<file path="src/rtl/gbhe_pkg.sv">
package gbhe_pkg;

    // Field widths
    localparam int unsigned ByteW   = 8;
    localparam int unsigned CountW  = 7;
    localparam int unsigned TickW   = 16;
    localparam int unsigned WaitW   = 17;
    localparam int unsigned ModeW   = 2;
    localparam int unsigned CmdW    = 2;
    localparam int unsigned StatusW = 3;
    localparam int unsigned CfgIdxW = 2;
    localparam int unsigned CfgW    = 16;

    // Command codes
    localparam logic [CmdW-1:0] CMD_TICK = 2'd0;
    localparam logic [CmdW-1:0] CMD_RECV = 2'd1;
    localparam logic [CmdW-1:0] CMD_SEND = 2'd2;

    // Receive modes (3 behaves as length only)
    localparam logic [ModeW-1:0] MODE_LENGTH = 2'd0;
    localparam logic [ModeW-1:0] MODE_EOI    = 2'd1;
    localparam logic [ModeW-1:0] MODE_LF     = 2'd2;

    // Status codes
    localparam logic [StatusW-1:0] ST_NONE    = 3'd0;
    localparam logic [StatusW-1:0] ST_OK      = 3'd1;
    localparam logic [StatusW-1:0] ST_TIMEOUT = 3'd2;
    localparam logic [StatusW-1:0] ST_NO_LSTN = 3'd3;
    localparam logic [StatusW-1:0] ST_REFUSED = 3'd4;

    // Register indexes
    localparam logic [CfgIdxW-1:0] REG_TIMEOUT = 2'd0;
    localparam logic [CfgIdxW-1:0] REG_MODE    = 2'd1;
    localparam logic [CfgIdxW-1:0] REG_MAX_RX  = 2'd2;
    localparam logic [CfgIdxW-1:0] REG_SETTLE  = 2'd3;

    // Register reset values
    localparam logic [TickW-1:0]  TIMEOUT_RST = 16'd50000;
    localparam logic [ModeW-1:0]  MODE_RST    = MODE_EOI;
    localparam logic [CountW-1:0] MAX_RX_RST  = 7'd126;
    localparam logic [TickW-1:0]  SETTLE_RST  = 16'd100;

    localparam logic [ByteW-1:0] LF_CODE = 8'h0A;

    typedef enum logic [6:0] {
        PH_IDLE    = 7'b0000001,
        PH_RX_LOW  = 7'b0000010,
        PH_RX_HIGH = 7'b0000100,
        PH_TX_SET1 = 7'b0001000,
        PH_TX_NRFD = 7'b0010000,
        PH_TX_SET2 = 7'b0100000,
        PH_TX_NDAC = 7'b1000000
    } phase_t;

    // Levels driven onto the bus; 0 pulls a line low
    typedef struct packed {
        logic             atn;
        logic             ndac;
        logic             nrfd;
        logic             eoi;
        logic             dav;
        logic [ByteW-1:0] data;
    } lines_t;

    localparam lines_t LINES_RST = '{atn: 1'b1, ndac: 1'b1, nrfd: 1'b1, eoi: 1'b1,
                                     dav: 1'b1, data: '0};

    typedef struct packed {
        logic [TickW-1:0]  timeout_limit;
        logic [ModeW-1:0]  receive_mode;
        logic [CountW-1:0] max_receive;
        logic [TickW-1:0]  settle_ticks;
    } cfg_t;

    typedef struct packed {
        logic [CmdW-1:0]  command;
        logic [ByteW-1:0] tx_byte;
        logic             last_byte;
        logic             send_end;
        logic             as_command;
        logic             dav_level;
        logic             nrfd_level;
        logic             ndac_level;
        logic             eoi_level;
        logic [ByteW-1:0] bus_data;
    } beat_in_t;

    typedef struct packed {
        lines_t              lines;
        logic [ByteW-1:0]    rx_byte;
        logic                rx_valid;
        logic                done_res;
        logic [StatusW-1:0]  status;
        logic [CountW-1:0]   byte_count;
    } beat_out_t;

endpackage

</file>
<file path="src/rtl/gbhe_fsm.sv">
// Handshake sequencer: state registers plus the per-tick next-state logic.
module gbhe_fsm (
    input  logic                 aclk,
    input  logic                 aresetn,
    input  logic                 step,
    input  gbhe_pkg::cfg_t       cfg,
    input  gbhe_pkg::beat_in_t   beat,
    output gbhe_pkg::beat_out_t  result
);

    gbhe_pkg::phase_t                 phase_reg, phase_next;
    logic [gbhe_pkg::WaitW-1:0]       wait_reg, wait_next, wait_inc;
    logic [gbhe_pkg::TickW-1:0]       settle_reg, settle_next;
    logic [gbhe_pkg::CountW-1:0]      count_reg, count_next;
    logic                             stop_reg, stop_next;
    logic                             last_reg, last_next;
    logic                             msg_reg, msg_next;
    gbhe_pkg::lines_t                 lines_reg, lines_next;

    logic                             expired;
    logic                             refused;
    logic                             done;
    logic [gbhe_pkg::StatusW-1:0]     st;
    logic                             rxv;
    logic [gbhe_pkg::ByteW-1:0]       rxb;
    logic [gbhe_pkg::ByteW-1:0]       bus_byte;

    assign wait_inc = wait_reg + 1'b1;
    assign expired  = wait_inc > {1'b0, cfg.timeout_limit};
    assign bus_byte = ~beat.bus_data;

    always_comb begin
        phase_next  = phase_reg;
        wait_next   = wait_reg;
        settle_next = settle_reg;
        count_next  = count_reg;
        stop_next   = stop_reg;
        last_next   = last_reg;
        msg_next    = msg_reg;
        lines_next  = lines_reg;
        done        = 1'b0;
        st          = gbhe_pkg::ST_NONE;
        rxv         = 1'b0;
        rxb         = '0;
        refused     = (phase_reg != gbhe_pkg::PH_IDLE) &&
                      (beat.command == gbhe_pkg::CMD_RECV ||
                       beat.command == gbhe_pkg::CMD_SEND);

        case (phase_reg)
            gbhe_pkg::PH_IDLE: begin
                if (beat.command == gbhe_pkg::CMD_RECV) begin
                    if (msg_reg) begin
                        refused = 1'b1;
                    end else begin
                        count_next      = '0;
                        wait_next       = '0;
                        stop_next       = 1'b0;
                        lines_next.nrfd = 1'b1;
                        lines_next.ndac = 1'b0;
                        phase_next      = gbhe_pkg::PH_RX_LOW;
                    end
                end else if (beat.command == gbhe_pkg::CMD_SEND) begin
                    if (!msg_reg && beat.nrfd_level && beat.ndac_level) begin
                        done = 1'b1;
                        st   = gbhe_pkg::ST_NO_LSTN;
                    end else begin
                        last_next       = beat.last_byte;
                        lines_next.data = ~beat.tx_byte;
                        lines_next.eoi  = ~(beat.last_byte & beat.send_end);
                        if (!msg_reg) begin
                            lines_next.atn = ~beat.as_command;
                        end
                        msg_next    = 1'b1;
                        settle_next = '0;
                        wait_next   = '0;
                        phase_next  = gbhe_pkg::PH_TX_SET1;
                    end
                end
            end
            gbhe_pkg::PH_RX_LOW: begin
                if (beat.dav_level) begin
                    wait_next = wait_inc;
                    if (expired) begin
                        lines_next = gbhe_pkg::LINES_RST;
                        phase_next = gbhe_pkg::PH_IDLE;
                        msg_next   = 1'b0;
                        done       = 1'b1;
                        st         = gbhe_pkg::ST_TIMEOUT;
                    end
                end else begin
                    rxv        = 1'b1;
                    rxb        = bus_byte;
                    count_next = count_reg + 1'b1;
                    stop_next  = (count_next >= cfg.max_receive) ||
                                 (cfg.receive_mode == gbhe_pkg::MODE_EOI && !beat.eoi_level) ||
                                 (cfg.receive_mode == gbhe_pkg::MODE_LF &&
                                  bus_byte == gbhe_pkg::LF_CODE);
                    lines_next.nrfd = 1'b0;
                    lines_next.ndac = 1'b1;
                    phase_next      = gbhe_pkg::PH_RX_HIGH;
                end
            end
            gbhe_pkg::PH_RX_HIGH: begin
                if (!beat.dav_level) begin
                    wait_next = wait_inc;
                    if (expired) begin
                        lines_next = gbhe_pkg::LINES_RST;
                        phase_next = gbhe_pkg::PH_IDLE;
                        msg_next   = 1'b0;
                        done       = 1'b1;
                        st         = gbhe_pkg::ST_TIMEOUT;
                    end
                end else if (stop_reg) begin
                    lines_next = gbhe_pkg::LINES_RST;
                    phase_next = gbhe_pkg::PH_IDLE;
                    msg_next   = 1'b0;
                    done       = 1'b1;
                    st         = gbhe_pkg::ST_OK;
                end else begin
                    lines_next.ndac = 1'b0;
                    lines_next.nrfd = 1'b1;
                    wait_next       = '0;
                    phase_next      = gbhe_pkg::PH_RX_LOW;
                end
            end
            gbhe_pkg::PH_TX_SET1, gbhe_pkg::PH_TX_SET2: begin
                if (settle_reg < cfg.settle_ticks) begin
                    settle_next = settle_reg + 1'b1;
                end else if (phase_reg == gbhe_pkg::PH_TX_SET1) begin
                    phase_next = gbhe_pkg::PH_TX_NRFD;
                end else begin
                    phase_next = gbhe_pkg::PH_TX_NDAC;
                end
            end
            gbhe_pkg::PH_TX_NRFD: begin
                if (beat.nrfd_level) begin
                    lines_next.dav = 1'b0;
                    settle_next    = '0;
                    phase_next     = gbhe_pkg::PH_TX_SET2;
                end else begin
                    wait_next = wait_inc;
                    if (expired) begin
                        lines_next = gbhe_pkg::LINES_RST;
                        phase_next = gbhe_pkg::PH_IDLE;
                        msg_next   = 1'b0;
                        done       = 1'b1;
                        st         = gbhe_pkg::ST_TIMEOUT;
                    end
                end
            end
            gbhe_pkg::PH_TX_NDAC: begin
                if (beat.ndac_level) begin
                    lines_next.dav = 1'b1;
                    lines_next.eoi = 1'b1;
                    done           = 1'b1;
                    st             = gbhe_pkg::ST_OK;
                    phase_next     = gbhe_pkg::PH_IDLE;
                    if (last_reg) begin
                        lines_next = gbhe_pkg::LINES_RST;
                        msg_next   = 1'b0;
                    end
                end else begin
                    wait_next = wait_inc;
                    if (expired) begin
                        lines_next = gbhe_pkg::LINES_RST;
                        phase_next = gbhe_pkg::PH_IDLE;
                        msg_next   = 1'b0;
                        done       = 1'b1;
                        st         = gbhe_pkg::ST_TIMEOUT;
                    end
                end
            end
            default: begin
                lines_next = gbhe_pkg::LINES_RST;
                phase_next = gbhe_pkg::PH_IDLE;
                msg_next   = 1'b0;
            end
        endcase

        if (refused && !done) begin
            st = gbhe_pkg::ST_REFUSED;
        end
    end

    assign result.lines      = lines_next;
    assign result.rx_byte    = rxb;
    assign result.rx_valid   = rxv;
    assign result.done_res   = done;
    assign result.status     = st;
    assign result.byte_count = count_next;

    always_ff @(posedge aclk) begin
        if (!aresetn) begin
            phase_reg  <= gbhe_pkg::PH_IDLE;
            wait_reg   <= '0;
            settle_reg <= '0;
            count_reg  <= '0;
            stop_reg   <= 1'b0;
            last_reg   <= 1'b0;
            msg_reg    <= 1'b0;
            lines_reg  <= gbhe_pkg::LINES_RST;
        end else if (step) begin
            phase_reg  <= phase_next;
            wait_reg   <= wait_next;
            settle_reg <= settle_next;
            count_reg  <= count_next;
            stop_reg   <= stop_next;
            last_reg   <= last_next;
            msg_reg    <= msg_next;
            lines_reg  <= lines_next;
        end
    end

endmodule

</file>
<file path="src/rtl/gpib_byte_handshake_engine.sv">
// IEEE 488 three-wire handshake engine, acceptor and source.
// Input channel (s_*): one beat per bus sample. Each beat carries a command
//   (tick only, start receive, send one byte), the byte to send with its
//   last/EOI/ATN flags, and the sampled DAV, NRFD, NDAC, EOI and data lines.
// Result channel (m_*): exactly one beat per input beat, carrying the line
//   levels to drive after that tick, any received byte, a done flag, a status
//   code and the running receive count.
// Config channel (cfg_*): writes timeout, receive mode, max length and settle
//   time by register index; always ready, meant to be used while idle.
// Timing: the result beat is registered and appears on the m_ side in the cycle
//   after its input beat is taken. Throughput: one beat per cycle while m_ready is
//   high, set by the single result register, which is refilled in the same cycle it drains.
// Stall: s_ready drops only while a result sits in the output register and
//   m_ready is low; nothing is lost or repeated.
// Reset (aresetn low, synchronous): sequencer idle, all control lines
//   released high, data lines zero, config registers back to defaults.
module gpib_byte_handshake_engine (
    input  logic                              aclk,
    input  logic                              aresetn,

    input  logic                              s_valid,
    output logic                              s_ready,
    input  logic [gbhe_pkg::CmdW-1:0]         s_command,
    input  logic [gbhe_pkg::ByteW-1:0]        s_tx_byte,
    input  logic                              s_last_byte,
    input  logic                              s_send_end,
    input  logic                              s_as_command,
    input  logic                              s_dav_level,
    input  logic                              s_nrfd_level,
    input  logic                              s_ndac_level,
    input  logic                              s_eoi_level,
    input  logic [gbhe_pkg::ByteW-1:0]        s_bus_data,

    output logic                              m_valid,
    input  logic                              m_ready,
    output logic [gbhe_pkg::ByteW-1:0]        m_data_out,
    output logic                              m_dav_drive,
    output logic                              m_eoi_drive,
    output logic                              m_nrfd_drive,
    output logic                              m_ndac_drive,
    output logic                              m_atn_drive,
    output logic [gbhe_pkg::ByteW-1:0]        m_rx_byte,
    output logic                              m_rx_valid,
    output logic                              m_done_res,
    output logic [gbhe_pkg::StatusW-1:0]      m_status,
    output logic [gbhe_pkg::CountW-1:0]       m_byte_count,

    input  logic                              cfg_valid,
    output logic                              cfg_ready,
    input  logic [gbhe_pkg::CfgIdxW-1:0]      cfg_index,
    input  logic [gbhe_pkg::CfgW-1:0]         cfg_data
);

    gbhe_pkg::cfg_t      cfg_reg;
    gbhe_pkg::beat_in_t  beat;
    gbhe_pkg::beat_out_t result;
    gbhe_pkg::beat_out_t out_reg;
    logic                out_valid_reg;
    logic                step;

    // Output slot is free when empty or being drained this cycle
    assign s_ready   = !out_valid_reg || m_ready;
    assign step      = s_valid && s_ready;
    assign cfg_ready = 1'b1;

    // Configuration registers
    always_ff @(posedge aclk) begin
        if (!aresetn) begin
            cfg_reg.timeout_limit <= gbhe_pkg::TIMEOUT_RST;
            cfg_reg.receive_mode  <= gbhe_pkg::MODE_RST;
            cfg_reg.max_receive   <= gbhe_pkg::MAX_RX_RST;
            cfg_reg.settle_ticks  <= gbhe_pkg::SETTLE_RST;
        end else if (cfg_valid) begin
            case (cfg_index)
                gbhe_pkg::REG_TIMEOUT: begin
                    cfg_reg.timeout_limit <= cfg_data;
                end
                gbhe_pkg::REG_MODE: begin
                    cfg_reg.receive_mode <= cfg_data[gbhe_pkg::ModeW-1:0];
                end
                gbhe_pkg::REG_MAX_RX: begin
                    cfg_reg.max_receive <= cfg_data[gbhe_pkg::CountW-1:0];
                end
                gbhe_pkg::REG_SETTLE: begin
                    cfg_reg.settle_ticks <= cfg_data;
                end
                default: begin
                    cfg_reg <= cfg_reg;
                end
            endcase
        end
    end

    assign beat.command    = s_command;
    assign beat.tx_byte    = s_tx_byte;
    assign beat.last_byte  = s_last_byte;
    assign beat.send_end   = s_send_end;
    assign beat.as_command = s_as_command;
    assign beat.dav_level  = s_dav_level;
    assign beat.nrfd_level = s_nrfd_level;
    assign beat.ndac_level = s_ndac_level;
    assign beat.eoi_level  = s_eoi_level;
    assign beat.bus_data   = s_bus_data;

    gbhe_fsm u_fsm (
        .aclk    (aclk),
        .aresetn (aresetn),
        .step    (step),
        .cfg     (cfg_reg),
        .beat    (beat),
        .result  (result)
    );

    // Result register; payload needs no reset
    always_ff @(posedge aclk) begin
        if (!aresetn) begin
            out_valid_reg <= 1'b0;
        end else if (step) begin
            out_valid_reg <= 1'b1;
        end else if (m_ready) begin
            out_valid_reg <= 1'b0;
        end
    end

    always_ff @(posedge aclk) begin
        if (step) begin
            out_reg <= result;
        end
    end

    assign m_valid      = out_valid_reg;
    assign m_data_out   = out_reg.lines.data;
    assign m_dav_drive  = out_reg.lines.dav;
    assign m_eoi_drive  = out_reg.lines.eoi;
    assign m_nrfd_drive = out_reg.lines.nrfd;
    assign m_ndac_drive = out_reg.lines.ndac;
    assign m_atn_drive  = out_reg.lines.atn;
    assign m_rx_byte    = out_reg.rx_byte;
    assign m_rx_valid   = out_reg.rx_valid;
    assign m_done_res   = out_reg.done_res;
    assign m_status     = out_reg.status;
    assign m_byte_count = out_reg.byte_count;

endmodule

</file>
<file path="config.mk">
export PLATFORM = sky130hd
export DESIGN_NAME = gpib_byte_handshake_engine
export DESIGN_NICKNAME = d
export VERILOG_FILES = /design/src/rtl/gbhe_pkg.sv /design/src/rtl/gbhe_fsm.sv /design/src/rtl/gpib_byte_handshake_engine.sv
export SDC_FILE = /design/constraint.sdc
export NUM_CORES = 1
export LEC_CHECK = 0
export BUFFER_PORTS_ARGS = -buffer_cell sky130_fd_sc_hd__buf_4
export CAP_MARGIN = 20
export CORE_ASPECT_RATIO = 1.5
export CORE_MARGIN = 4
export CORE_UTILIZATION = 45
export CTS_CLUSTER_DIAMETER = 200
export DETAILED_ROUTE_END_ITERATION = 10
export PLACE_DENSITY = 0.75
export SLEW_MARGIN = 20
export SYNTH_ARGS = -nofsm -noshare
export SYNTH_HDL_FRONTEND = slang
export SYNTH_SLANG_ARGS = --single-unit
</file>
<file path="constraint.sdc">
create_clock -name aclk -period 10.7 [get_ports aclk]
set_clock_uncertainty 0.1 [all_clocks]
set_input_delay 1.605 -clock aclk [delete_from_list [all_inputs] [get_ports aclk]]
set_output_delay 1.605 -clock aclk [all_outputs]
set_load 0.01 [all_outputs]
</file>
Word-level counts from Yosys, hierarchy flattened
Index checks and enable logic that the tools add are counted.
{"block": "totals", "reg_bits": 138, "in_bits": 48, "out_inout_bits": 36, "elab_cells": 213}
{"block": "op_classes", "add_sub_neg": 3, "order_cmp": 3, "eq_ne": 34, "mux": 102, "bitwise_logic": 9, "reduce_logical": 33}
{"operator": "two-way mux 17 bit", "count": 9}
{"operator": "two-way mux 7 bit", "count": 14}
{"operator": "case mux 17 bit (5 select lines)", "count": 1}
{"operator": "two-way mux 16 bit", "count": 5}
{"operator": "two-way mux 13 bit", "count": 4}
{"operator": "case mux 16 bit (3 select lines)", "count": 1}
{"operator": "case mux 8 bit (6 select lines)", "count": 1}
{"operator": "case mux 7 bit (6 select lines)", "count": 1}
{"operator": "two-way mux 1 bit", "count": 39}
{"operator": "two-way mux 8 bit", "count": 4}
{"operator": "case mux 4 bit (6 select lines)", "count": 1}
{"operator": "two-way mux 10 bit", "count": 2}
{"operator": "two-way mux 2 bit", "count": 9}
{"operator": "inequality test 2 bit, second input constant", "count": 9}
{"operator": "AND reduction 9 bit", "count": 2}
{"operator": "adder 17 x 1 -> 17 bit, second input constant", "count": 1}
{"operator": "> comparator 17 x 16 -> 1 bit", "count": 1}
{"operator": "adder 16 x 1 -> 16 bit, second input constant", "count": 1}
{"operator": "less-than comparator 16 bit", "count": 1}
{"operator": "inverter 8 bit", "count": 2}
{"operator": "case mux 3 bit (5 select lines)", "count": 1}
{"operator": "AND reduction 5 bit", "count": 3}
{"operator": "case mux 7 bit (2 select lines)", "count": 1}
{"operator": "two-way mux 3 bit", "count": 4}
{"operator": "34 further kinds", "count": 67}

Logic depth before layout (Yosys ltp)
Gate-level depths: netlist of the first run.
{"block": "depth", "word_depth": 9, "depth_mapped": 14}

Modules after synthesis
Synthesis of the first run repeated with hierarchy kept, for this count alone.
{"block": "unflattened", "cells_unflattened": 854, "area_unflattened_um2": 7727.4}
{"module": "gbhe_fsm", "n_inst": 1, "cells_each": 645, "area_per_inst_um2": 4959.8, "seq_area_each_um2": 1261.2}
{"module": "gpib_byte_handshake_engine", "n_inst": 1, "cells_each": 209, "area_per_inst_um2": 2767.7, "seq_area_each_um2": 1831.8}

Least setup slack after synthesis of the first run
OpenSTA, ideal clock, no wires.
{"block": "synth_path", "path_kind": "in2reg", "from": "input port m_ready", "to": "register u_fsm.lines_reg[10] (netlist bit)", "setup_time_ns": 0.141, "t_arrival_ns": 3.672, "path_slack_ns": 6.787, "path_stages": 7, "path_buffers": 1, "path_cell_list": "nand2b_1 -> nand2_1 -> inv_1 -> clkbuf_1 -> nand3_1 -> nand2_1 -> o211ai_1"}
{"block": "synth_between", "elab_chain_cells": 2}
{"element": "from (decl)", "line": "gpib_byte_handshake_engine.sv:35", "rtl": "input logic m_ready,"}
{"element": "logical OR 1 bit", "line": "gpib_byte_handshake_engine.sv:62", "rtl": "assign s_ready = !out_valid_reg || m_ready;"}
{"element": "logical AND 1 bit", "line": "gpib_byte_handshake_engine.sv:63", "rtl": "assign step = s_valid && s_ready;"}
{"element": "named net step", "line": "gpib_byte_handshake_engine.sv:59", "rtl": "logic step;"}
{"element": "to (signal assigned)", "line": "gbhe_fsm.sv:201", "rtl": "lines_reg <= gbhe_pkg::LINES_RST;"}
{"element": "to (signal assigned)", "line": "gbhe_fsm.sv:210", "rtl": "lines_reg <= lines_next;"}
{"element": "to (decl)", "line": "gbhe_fsm.sv:18", "rtl": "gbhe_pkg::lines_t lines_reg, lines_next;"}
The timed path passes the listed nets, and every way through them passes these cells.
A chain may end at the register's enable or synchronous reset.

Worst setup path after layout of the first run
{"block": "layout_path", "from": "register u_fsm.wait_reg[6] (netlist bit)", "to": "register u_fsm.phase_reg[5]"}
{"block": "layout_between", "elab_chain_cells": 5, "elab_cells_between_ends": 8, "classes_between": "add/sub: 1; order compare: 1; mux: 6"}
{"element": "from (decl)", "line": "gbhe_fsm.sv:12", "rtl": "logic [gbhe_pkg::WaitW-1:0] wait_reg, wait_next, wait_inc;"}
{"element": "from (signal assigned)", "line": "gbhe_fsm.sv:204", "rtl": "wait_reg <= wait_next;"}
{"element": "adder 17 x 1 -> 17 bit (*)", "line": "gbhe_fsm.sv:28", "rtl": "assign wait_inc = wait_reg + 1'b1;"}
{"element": "> comparator 17 x 16 -> 1 bit (*)", "line": "gbhe_fsm.sv:29", "rtl": "assign expired = wait_inc > {1'b0, cfg.timeout_limit};"}
{"element": "two-way mux 7 bit (*)"}
{"element": "two-way mux 7 bit (on tied branches)"}
{"element": "case mux 7 bit (6 select lines) (*)"}
{"element": "to (signal assigned)", "line": "gbhe_fsm.sv:194", "rtl": "phase_reg <= gbhe_pkg::PH_IDLE;"}
{"element": "to (signal assigned)", "line": "gbhe_fsm.sv:203", "rtl": "phase_reg <= phase_next;"}
{"element": "to (decl)", "line": "gbhe_fsm.sv:11", "rtl": "gbhe_pkg::phase_t phase_reg, phase_next;"}
Every way passes the cells marked *; elsewhere a longest branch is shown, timed or not.

==> results of run 1 <==
## path summary, 6_finish.rpt
path / endpoint / slack, ns / cells past startpoint
worst max-delay path: u_fsm.phase_reg[5]$_SDFFE_PN0P_ / 6.64 / 12
worst min-delay path: cfg_reg[8]$_SDFFE_PN0P_ / 0.35 / 2
worst max register to register: u_fsm.phase_reg[5]$_SDFFE_PN0P_ / 6.64 / 12
worst min register to register: cfg_reg[8]$_SDFFE_PN0P_ / 0.35 / 2
## logic make-up (layout without fill, tap and decap cells)
| group | after synthesis | in the layout | share of synthesized area [%] |
|---|---|---|---|
| and+or+nand+nor | 347 | 347 | 23.5 |
| AOI/OAI and AO/OA | 206 | 206 | 19.0 |
| DFF | 138 | 138 | 40.5 |
| buffers and inverters | 95 | 173 | 5.26 |
| adders and majority gates | 43 | 43 | 7.05 |
| xor gates and xnor gates | 23 | 23 | 2.89 |
| muxes | 13 | 13 | 1.71 |
| other | 1 | 1 | 0.0491 |
## synthesized netlist by cell type (all sizes together) (15+ instances only)
master	instances	area (um2)
clkbuf	22	82.6
nand2	148	563
dfxtp	105	2100
nor2	60	240
o21ai	29	145
ha	43	538
nand3	28	140
edfxtp	33	991
inv	55	206
a22oi	15	113
buf	18	113
o211ai	29	223
nand2b	18	113
a21oi	52	283
## area by class of cell
| class | instances | area (um2) |
|---|---|---|
| clock buffers | 18 | 429 |
| clock inverters | 14 | 185 |
| fillers | 1502 | 7730 |
| inverters | 55 | 206 |
| multi-input cells | 633 | 4140 |
| flip-flops and latches | 138 | 3090 |
| well taps | 210 | 263 |
| repair buffers | 86 | 646 |
## worst min-delay path, delay by kind of cell, from the launching register on
family,cells,cell delay [ns]
AOI/OAI and AO/OA,1,0.05
and+or+nand+nor,1,0.05
DFF,1,0.31
## per-stage QoR
step,power (mW),instance area [um2]
2_1_floorplan,0.711,7630
3_3_place_gp,0.777,8350
3_5_place_dp,0.779,8350
4_1_cts,1.40,8960
5_1_grt,1.44,8960
6_report,1.39,8960
## placed cells by master (no fill, tap or decap), drive strengths merged, types with 5 or more instances in the layout
master / instances
a211oi: 5
a21o: 12
a21oi: 52
a22oi: 15
a31oi: 7
and2: 6
and3: 10
and4: 5
buf: 86
clkbuf: 18
dfxtp: 105
edfxtp: 33
ha: 43
inv: 59
mux2i: 13
nand2: 148
nand2b: 18
nand3: 28
nand4: 8
nor2: 60
nor2b: 7
nor3: 14
nor3b: 7
nor4: 6
o211a: 7
o211ai: 29
o21ai: 29
o22ai: 9
o31ai: 7
or2: 5
or3: 6
xnor2: 12
xor2: 11
## power by group through the flow
stage / sequential, mW / combinational (mW) / clock [mW]
final: 0.574 / 0.198 / 0.621
after global routing: 0.575 / 0.215 / 0.652
after CTS: 0.574 / 0.196 / 0.626
after detailed placement: 0.585 / 0.194 / 0
after global placement: 0.584 / 0.192 / 0
after floorplan: 0.585 / 0.125 / 0
## layer usage
layer | vias to the layer above | global-route usage [%]
li1 | 3230 | -
met1 | 3164 | 24.0
met2 | 227 | 36.2
met3 | 51 | 3.80
met4 | 0 | 9.10
met5 | - | 0
==> reports/results.env, run 1 <==
DIE_HEIGHT_UM=167
CRIT_SLOWEST_CELL='a31oi_1'
CTS-ROOT-TO-SINK-BUFFERS=2
DRIVE_ABOVE_1_SHARE_PCT=16.3
WORSTSETUPPATHTYPE='register to register'
PRE_CTS_SLACK_NS=6.59
DIEWIDTH_UM=114
GR-USAGE-ALL-LAYERS_PCT=20.6
SYNTH_EDF_COUNT=33
FIN_UTIL_PCT=53.7
DRT_ITER0_MARKERS=435
PLACE.PORT_BUFFERS=82
GRT_PASS1_VIAS=6466
AVGVIACOUNTPERCELL=5.78
TOTALWIRELENGTH_UM=19600
WORST-PATH-MAX-FANOUT=7
CP_NUM_BUF_INV=0
CRIT_START='u_fsm.wait_reg[6]$_SDFFE_PN0P_'
FINALSETUPVIOLCOUNT=0
CRITPATHARRIVALTIME_NS=4.28
MAX-SLEW-MARGIN-REL_PCT=34.3
YOSYSWARNINGS=0
END_KIND='register'
NET_SWITCHING_POWER_OF_THE_DESIGN_mW=0.384
FRACTION_OF_POWER_CONSUMED_BY_THE_CLOCK_NETWORK_PCT=44.6
CLK_PIN_SLEW_NS=0.06
SLEW_VIOLATIONS=0
FINISH.CELL_COUNT_WITHOUT_FILLERS=1154
MET3WIRELENGTH_UM=923
INITIAL_CORE_UTILIZATION_PCT=45.7
HOLD_CLASS='register to register'
POSTLAYOUTSETUPSLACKWORST_NS=6.64
GRT_SETUP_UNREPAIRED='false'
SYNTH.NET_COUNT=957
PERIOD_MINUS_SLACK_NS=4.06
DIODES=0
POST-ROUTE-DRC-COUNT=0
IO-PIN-COUNT=84
SYNTH.YOSYS.SEQ_AREA_SHARE_PCT=40.5
TOTAL_NEG_SETUP_SLACK_NS=0
CLOCK_INSERTION_DELAY_WORST_SKEW_NS=0.42
PLACEDCELLCOUNT=1122
ANTENNA_FOUND_INITIAL=0
WL_PER_CELL_UM=16.9
HTREE_NUM_LEVELS=4
LARGEST_REG_FLOPS=41
AREA.GROWTH.SYNTH_TO_FINAL_PCT=17.5
POWER_PER_CELL_AREA_nW_PER_UM2=155
NETS=1022
CTS_SINKS=138
YS_DOMINANT_REG_CELL='dfxtp_1'
POST_CTS_RESIZED=0
WORSTSETUPSTARTPOINTTYPE='register'
WORST_PATH_LARGEST_CELL_DELAY_NS=0.65
SHARE_OF_SYNTHESIZED_FLIP_FLOPS_WITH_AN_ASYNCHRONOUS_SET_OR_RESET_PCT=0
DIE_AREA_UM2=19100
POSTSYNTHAREAPERCELL_UM2=8.81
TOPROUTINGLAYERUSED='met4'
POWER.COMBINATIONAL.FRACTION_PCT=14.2
WP_DATA_REQUIRED_NS=10.92
NUM_VIAS=6672
GRT_START_MAX_NET_PINS=59
WL_MET1_UM=7920
DESIGN.CORE.AREA_UM2=16700
HOLD_PATH.STARTPOINT='cfg_reg[8]$_SDFFE_PN0P_'
POST-CTS-SETUP-BUFFER-COUNT=0
DRTANTENNAVIOLNETS=0
NUMBER_OF_INSTANCES_IN_THE_SYNTHESIZED_NETLIST=866
YOSYSUNIQUECELLTYPES=84
CRIT_PATH_CELL_TRACE='nand4_1, nor4b_1, nand2_1, xnor2_1, ha_1, nand3_1, nor4_1, o31ai_1, a31oi_1, or2_2, o211ai_1, a32o_1'
DRT-PASS1-ITER-COUNT=5
GLOBAL_ROUTE_WIRE_LENGTH_BEFORE_REPAIR_UM=31900
TRITONCTS_BUFFER_COUNT=17
RUN_STATUS='completed'
HOLD_VIOLATIONS=0
FMAX_GHz=0.246
INTPOWER_mW=1.01
LEAKAGEPOWER_nW=3.72
VDD_DROP_MAX_mV=0.109
REG_TO_REG_CRITICAL_PATH_STARTPOINT='u_fsm.wait_reg[6]$_SDFFE_PN0P_'
CLOCKROOTBUFFER='clkbuf_16'
SYNTH_SEQ_CELLS=138
OVERFLOW_LEFT_AFTER_GLOBAL_ROUTING=0
PLACEMENT_ROWS=58
WORST-SLEW-PIN-TRANSITION_NS=0.986
GP_ROUTABILITY_CONGESTION=0.952
MET2ROUTEDLENGTH_UM=10000
POSTCTSHOLDBUFS=0
DETAILED_PLACEMENT_WIRELENGTH_ESTIMATE_UM=13800
TIMING.HOLD.WS_NS=0.354
CP_TOP_FAMILY='simple AND/OR/NAND/NOR gates'
CTS_TREE='built'
PART_OF_THE_POWER_IN_REGISTERS_PCT=41.2
SYNTH.CELL_AREA_UM2=7630
MAX_CAP_VIOLATIONS=0
SWITCHING_SHARE_PCT=27.6
FINAL.PERIOD_UTILIZATION_PCT=38.0
Power figures use the tool's default switching activity.
==> run 2, diff against run 1 <==
--- a/config.mk
+++ b/config.mk
@@ -5,6 +5,7 @@
 export SDC_FILE = /design/constraint.sdc
 export NUM_CORES = 1
 export LEC_CHECK = 0
+export ABC_AREA = 1
 export BUFFER_PORTS_ARGS = -buffer_cell sky130_fd_sc_hd__buf_4
 export CAP_MARGIN = 20
 export CORE_ASPECT_RATIO = 1.5
==> constraint.sdc (replaced) <==
create_clock -name aclk -period 3.75 [get_ports aclk]
set_clock_uncertainty 0.1 [all_clocks]
set_input_delay 0.5625 -clock aclk [delete_from_list [all_inputs] [get_ports aclk]]
set_output_delay 0.5625 -clock aclk [all_outputs]
set_load 0.01 [all_outputs]
==> run 2 against run 1 <==
Against the previous run: critical path depth rose by 11; critical path type unchanged; die area rose by 4.0%; count of clock-buffer cells in the layout rose by 1; worst hold slack got worse by 0.083 ns; clock power rose to 2.6 times the previous value; final area rose by 4.0%; power rose to 3.0 times the previous value.
==> reports/results.env, run 2 <==
CRIT_PATH_CELL_TRACE='ha_1, and3_4, nand3_4, nor2_4, inv_1, nor3_4, xnor2_1, inv_1, ha_1, nand4_1, inv_1, nand2_1, nand2_1, nand2_1, nand2_1, nand2_1, nand2_2, nand3_2, buf_4, nand2_1, inv_1, nor2_1, nand2_1'  # was nand4_1, nor4b_1, nand2_1, xnor2_1, ha_1, nand3_1, nor4_1, o31ai_1, a31oi_1, or2_2, o211ai_1, a32o_1
DRIVE_ABOVE_1_SHARE_PCT=15.8  # was 16.3%
YS_DOMINANT_REG_CELL='dfxtp_1'  # unchanged
MAX_CAP_VIOLATIONS=0  # unchanged
GR-USAGE-ALL-LAYERS_PCT=21.2  # was 20.6%
SHARE_OF_SYNTHESIZED_FLIP_FLOPS_WITH_AN_ASYNCHRONOUS_SET_OR_RESET_PCT=0  # unchanged
DIE_AREA_UM2=19900  # was 19100 um2
WORST_PATH_LARGEST_CELL_DELAY_NS=0.36  # was 0.65 ns
SYNTH.YOSYS.SEQ_AREA_SHARE_PCT=38.9  # was 40.5%
DETAILED_PLACEMENT_WIRELENGTH_ESTIMATE_UM=15600  # was 13800 um
DRT_ITER0_MARKERS=446  # was 435
FIN_UTIL_PCT=53.7  # about the same
DRT-PASS1-ITER-COUNT=5  # unchanged
INITIAL_CORE_UTILIZATION_PCT=45.8  # was 45.7%
WORSTSETUPPATHTYPE='register to register'  # unchanged
YOSYS-TOP-CELLS-COUNT='226 x nand2_1, 162 x inv_1, 112 x a21oi_1, 105 x dfxtp_1, 81 x nor2_1'  # was 145 x nand2_1, 105 x dfxtp_1, 56 x nor2_1, 53 x inv_1, 50 x a21oi_1
HOLD_CRIT_DEPTH=3  # was 2
TRITONCTS_BUFFER_COUNT=17  # unchanged
POSTCTSHOLDBUFS=0  # unchanged
HOLD_VIOLATIONS=0  # unchanged
DIEWIDTH_UM=117  # was 114 um
MAX-SLEW-MARGIN-REL_PCT=45.5  # was 34.3%
CTS_TREE='built'  # unchanged
GRT_SETUP_UNREPAIRED='false'  # unchanged
POWER_PER_CELL_AREA_nW_PER_UM2=447  # was 155 nW/um2
WORST-SLEW-PIN-TRANSITION_NS=0.811  # was 0.986 ns
VDD_DROP_MAX_mV=0.457  # was 0.109 mV
AREA.GROWTH.SYNTH_TO_FINAL_PCT=17.2  # was 17.5%
SYNTH_SEQ_CELLS=138  # unchanged
FINAL.PERIOD_UTILIZATION_PCT=90.3  # was 38.0%
NETS=1240  # was 1022
WORST-PATH-MAX-FANOUT=6  # was 7
CTS_SINKS=138  # unchanged
PLACEMENT.CELL_AREA_UM2=8700  # was 8350 um2
CTS-ROOT-TO-SINK-BUFFERS=2  # unchanged
FINALSETUPVIOLCOUNT=0  # unchanged
CRITPATHARRIVALTIME_NS=3.47  # was 4.28 ns
WP_DATA_REQUIRED_NS=3.83  # was 10.92 ns
RUN_STATUS='completed'  # unchanged
DRTANTENNAVIOLNETS=0  # unchanged
OVERFLOW_LEFT_AFTER_GLOBAL_ROUTING=0  # unchanged
R2R_SETUP_SLACK_NS=0.36  # was 6.64 ns
POST-CTS-SETUP-BUFFER-COUNT=0  # unchanged
FILL_CELL_INSTANCE_COUNT_OF_THE_FINAL_LAYOUT=1661  # was 1502
PLACEMENT_ROWS=59  # was 58
LAYOUT.CELLS.MOST_COMMON='nand2_1'  # unchanged
HOLDPATHEND='cfg_reg[40]$_SDFFE_PN1P_'  # was cfg_reg[8]$_SDFFE_PN0P_
MOSTFREQUENTLAYOUTCELLS='224 x nand2_1, 161 x inv_1, 112 x a21oi_1'  # was 145 x nand2_1, 105 x dfxtp_1, 86 x buf_4
CRITPATHMOSTFREQUENTCELL='nand2_1'
REG_TO_REG_CRITICAL_PATH_STARTPOINT='u_fsm.wait_reg[0]$_SDFFE_PN0P_'  # was u_fsm.wait_reg[6]$_SDFFE_PN0P_
POST_CTS_RESIZED=0  # unchanged
PERIOD_MINUS_SLACK_NS=3.39  # was 4.06 ns
POSTSYNTHAREAPERCELL_UM2=7.42  # was 8.81 um2
END_KIND='register'  # unchanged
SYNTHDOMINANTAREACELLTYPE='dfxtp_1'  # unchanged
WL_PER_CELL_UM=14.9  # was 16.9 um
HOLD_PATH.STARTPOINT='cfg_data[15]'  # was cfg_reg[8]$_SDFFE_PN0P_
HOLD_CLASS='input pin to register'  # was register to register
NUMBER_OF_INSTANCES_IN_THE_SYNTHESIZED_NETLIST=1072  # was 866
CLOCK_INSERTION_DELAY_WORST_SKEW_NS=0.43  # was 0.42 ns
GRT_START_MAX_NET_PINS=52  # was 59
SLEW_VIOLATIONS=0  # unchanged
GLOBAL_ROUTE_WIRE_LENGTH_BEFORE_REPAIR_UM=33300  # was 31900 um
YOSYSWARNINGS=0  # unchanged
CELL_AREA_AFTER_LAYOUT_UM2=9320  # was 8960 um2
DESIGN.CORE.AREA_UM2=17300  # was 16700 um2
SYNTH_EDF_COUNT=33  # unchanged
SYNTH.TOP_CELL.AREA_SHARE_PCT=26.4  # was 27.6%
AVGVIACOUNTPERCELL=5.29  # was 5.78
SYNTHMOSTINSTANTIATEDCELL='nand2_1'  # unchanged
GP_ROUTABILITY_CONGESTION=1.01  # was 0.952
NUM_VIAS=7278  # was 6672
WORSTSETUPSTARTPOINTTYPE='register'  # unchanged
ANTENNA_FOUND_INITIAL=0  # unchanged
DIE_HEIGHT_UM=171  # was 167 um
POST-ROUTE-DRC-COUNT=0  # unchanged
RR_ENDPOINT='m_data_out[4]$_DFFE_PP_'  # was u_fsm.phase_reg[5]$_SDFFE_PN0P_
FMAX_GHz=0.295  # was 0.246 GHz
LEAKAGEPOWER_nW=4.24  # was 3.72 nW
HTREE_NUM_LEVELS=4  # unchanged
CLK_PIN_SLEW_NS=0.06  # about the same
IO-PIN-COUNT=84  # unchanged
PLACE.PORT_BUFFERS=82  # unchanged
TOTAL_NEG_SETUP_SLACK_NS=0  # unchanged
SYNTH_AREA_LEADERS='dfxtp_1 26%, edfxtp_1 12%, nand2_1 11%, inv_1 7.6%, a21oi_1 7.0%'  # was dfxtp_1 28%, edfxtp_1 13%, nand2_1 7.1%, ha_1 7.1%, a21oi_1 3.3%
TOTALWIRELENGTH_UM=20500  # was 19600 um
LARGEST_REG_FLOPS=41  # unchanged
RR_WORST_DEPTH=23  # was 12
SYNTH.NET_COUNT=1163  # was 957
SYNTH.CELL_AREA_UM2=7950  # was 7630 um2
CRIT_SLOWEST_CELL='dfxtp_2'  # was a31oi_1
CLOCKROOTBUFFER='clkbuf_16'  # unchanged
YOSYSUNIQUECELLTYPES=50  # was 84
DIODES=0  # unchanged
GRT_PASS1_VIAS=6938  # was 6466
==> run 2: cell count changes after synthesis, moves of 25 or more <==
cell | previous run | this run
nand3_1 | 28 | 53
nand2_1 | 145 | 226
nor2_1 | 56 | 81
inv_1 | 53 | 162
o21ai_0 | 28 | 65
a21oi_1 | 50 | 112
==> run 2: logic make-up after synthesis <==
family                   share of synthesized area [%]
adder cells (fa/ha/maj)                           6.77
buffers and inverters                             10.8
flip-flops                                        38.9
XOR/XNOR                                          1.98
AND/OR/NAND/NOR                                   26.2
other                                           0.0472
AO/OA/AOI/OAI                                     15.3
==> run 2: worst max path at each step <==
stage / from / endpoint / slack (ns) / cells past startpoint
5_1_grt: u_fsm.wait_reg[2]$_SDFFE_PN0P_ / u_fsm.lines_reg[4]$_SDFFE_PN0P_ / 0.006 / 25
2_1_floorplan: u_fsm.wait_reg[0]$_SDFFE_PN0P_ / m_ndac_drive$_DFFE_PP_ / 0.52 / 19
4_1_cts: u_fsm.wait_reg[0]$_SDFFE_PN0P_ / m_eoi_drive$_DFFE_PP_ / 0.09 / 18
3_3_place_gp: u_fsm.wait_reg[0]$_SDFFE_PN0P_ / m_atn_drive$_DFFE_PP_ / 0.23 / 18
3_5_place_dp: u_fsm.wait_reg[0]$_SDFFE_PN0P_ / m_atn_drive$_DFFE_PP_ / 0.10 / 18
6_report: u_fsm.wait_reg[0]$_SDFFE_PN0P_ / m_data_out[4]$_DFFE_PP_ / 0.36 / 23
==> run 2: layer usage <==
metal  up-vias  GRT usage (%)  wire length, um  part of all wire [%]
li1       3677              -                -                     -
met1      3319           24.9             8340                    41
met2       231           37.4            10400                    51
met3        51           4.39             1130                   5.5
met4         0           8.48              679                   3.3
met5         -              0                0                     0
==> run 2: area by class of cell <==
cell class / instances / area [um2] / area share (%)
Clock buffer: 19 / 443 / 4.75
Clock inverter: 13 / 120 / 1.29
Inverter: 175 / 659 / 7.08
Tap cell: 213 / 267 / 2.86
Multi-Input combinational cell: 726 / 4050 / 43.5
Timing Repair Buffer: 91 / 683 / 7.33
Sequential cell: 138 / 3090 / 33.2
==> run 2: per-stage QoR <==
stage                     setup WS (ns)  power, mW  hold WS, ns  instances
after global placement            0.232       2.59        0.351       1343
final                             0.363       4.17        0.271       1375
after detailed placement          0.100       2.60        0.357       1343
after floorplan                   0.524       2.32        0.335       1072
after CTS                        0.0932       4.19        0.247       1375
after global routing            0.00550       4.38        0.268       1375
==> run 2: report_power, final <==
| part | total (mW) | internal (mW) | leakage, nW | switching [mW] |
|---|---|---|---|---|
| sequential | 1.70 | 1.64 | 1.19 | 0.0559 |
| combinational | 0.874 | 0.305 | 2.80 | 0.569 |
| clock | 1.59 | 0.931 | 0.258 | 0.664 |
==> run 2: critical path: cells and delay by family, from the launching register on <==
family | cells | cell delay, ns
buffers and inverters | 5 | 0.49
XOR/XNOR | 1 | 0.14
flip-flops | 1 | 0.36
adder cells (fa/ha/maj) | 2 | 0.50
AND/OR/NAND/NOR | 15 | 1.55
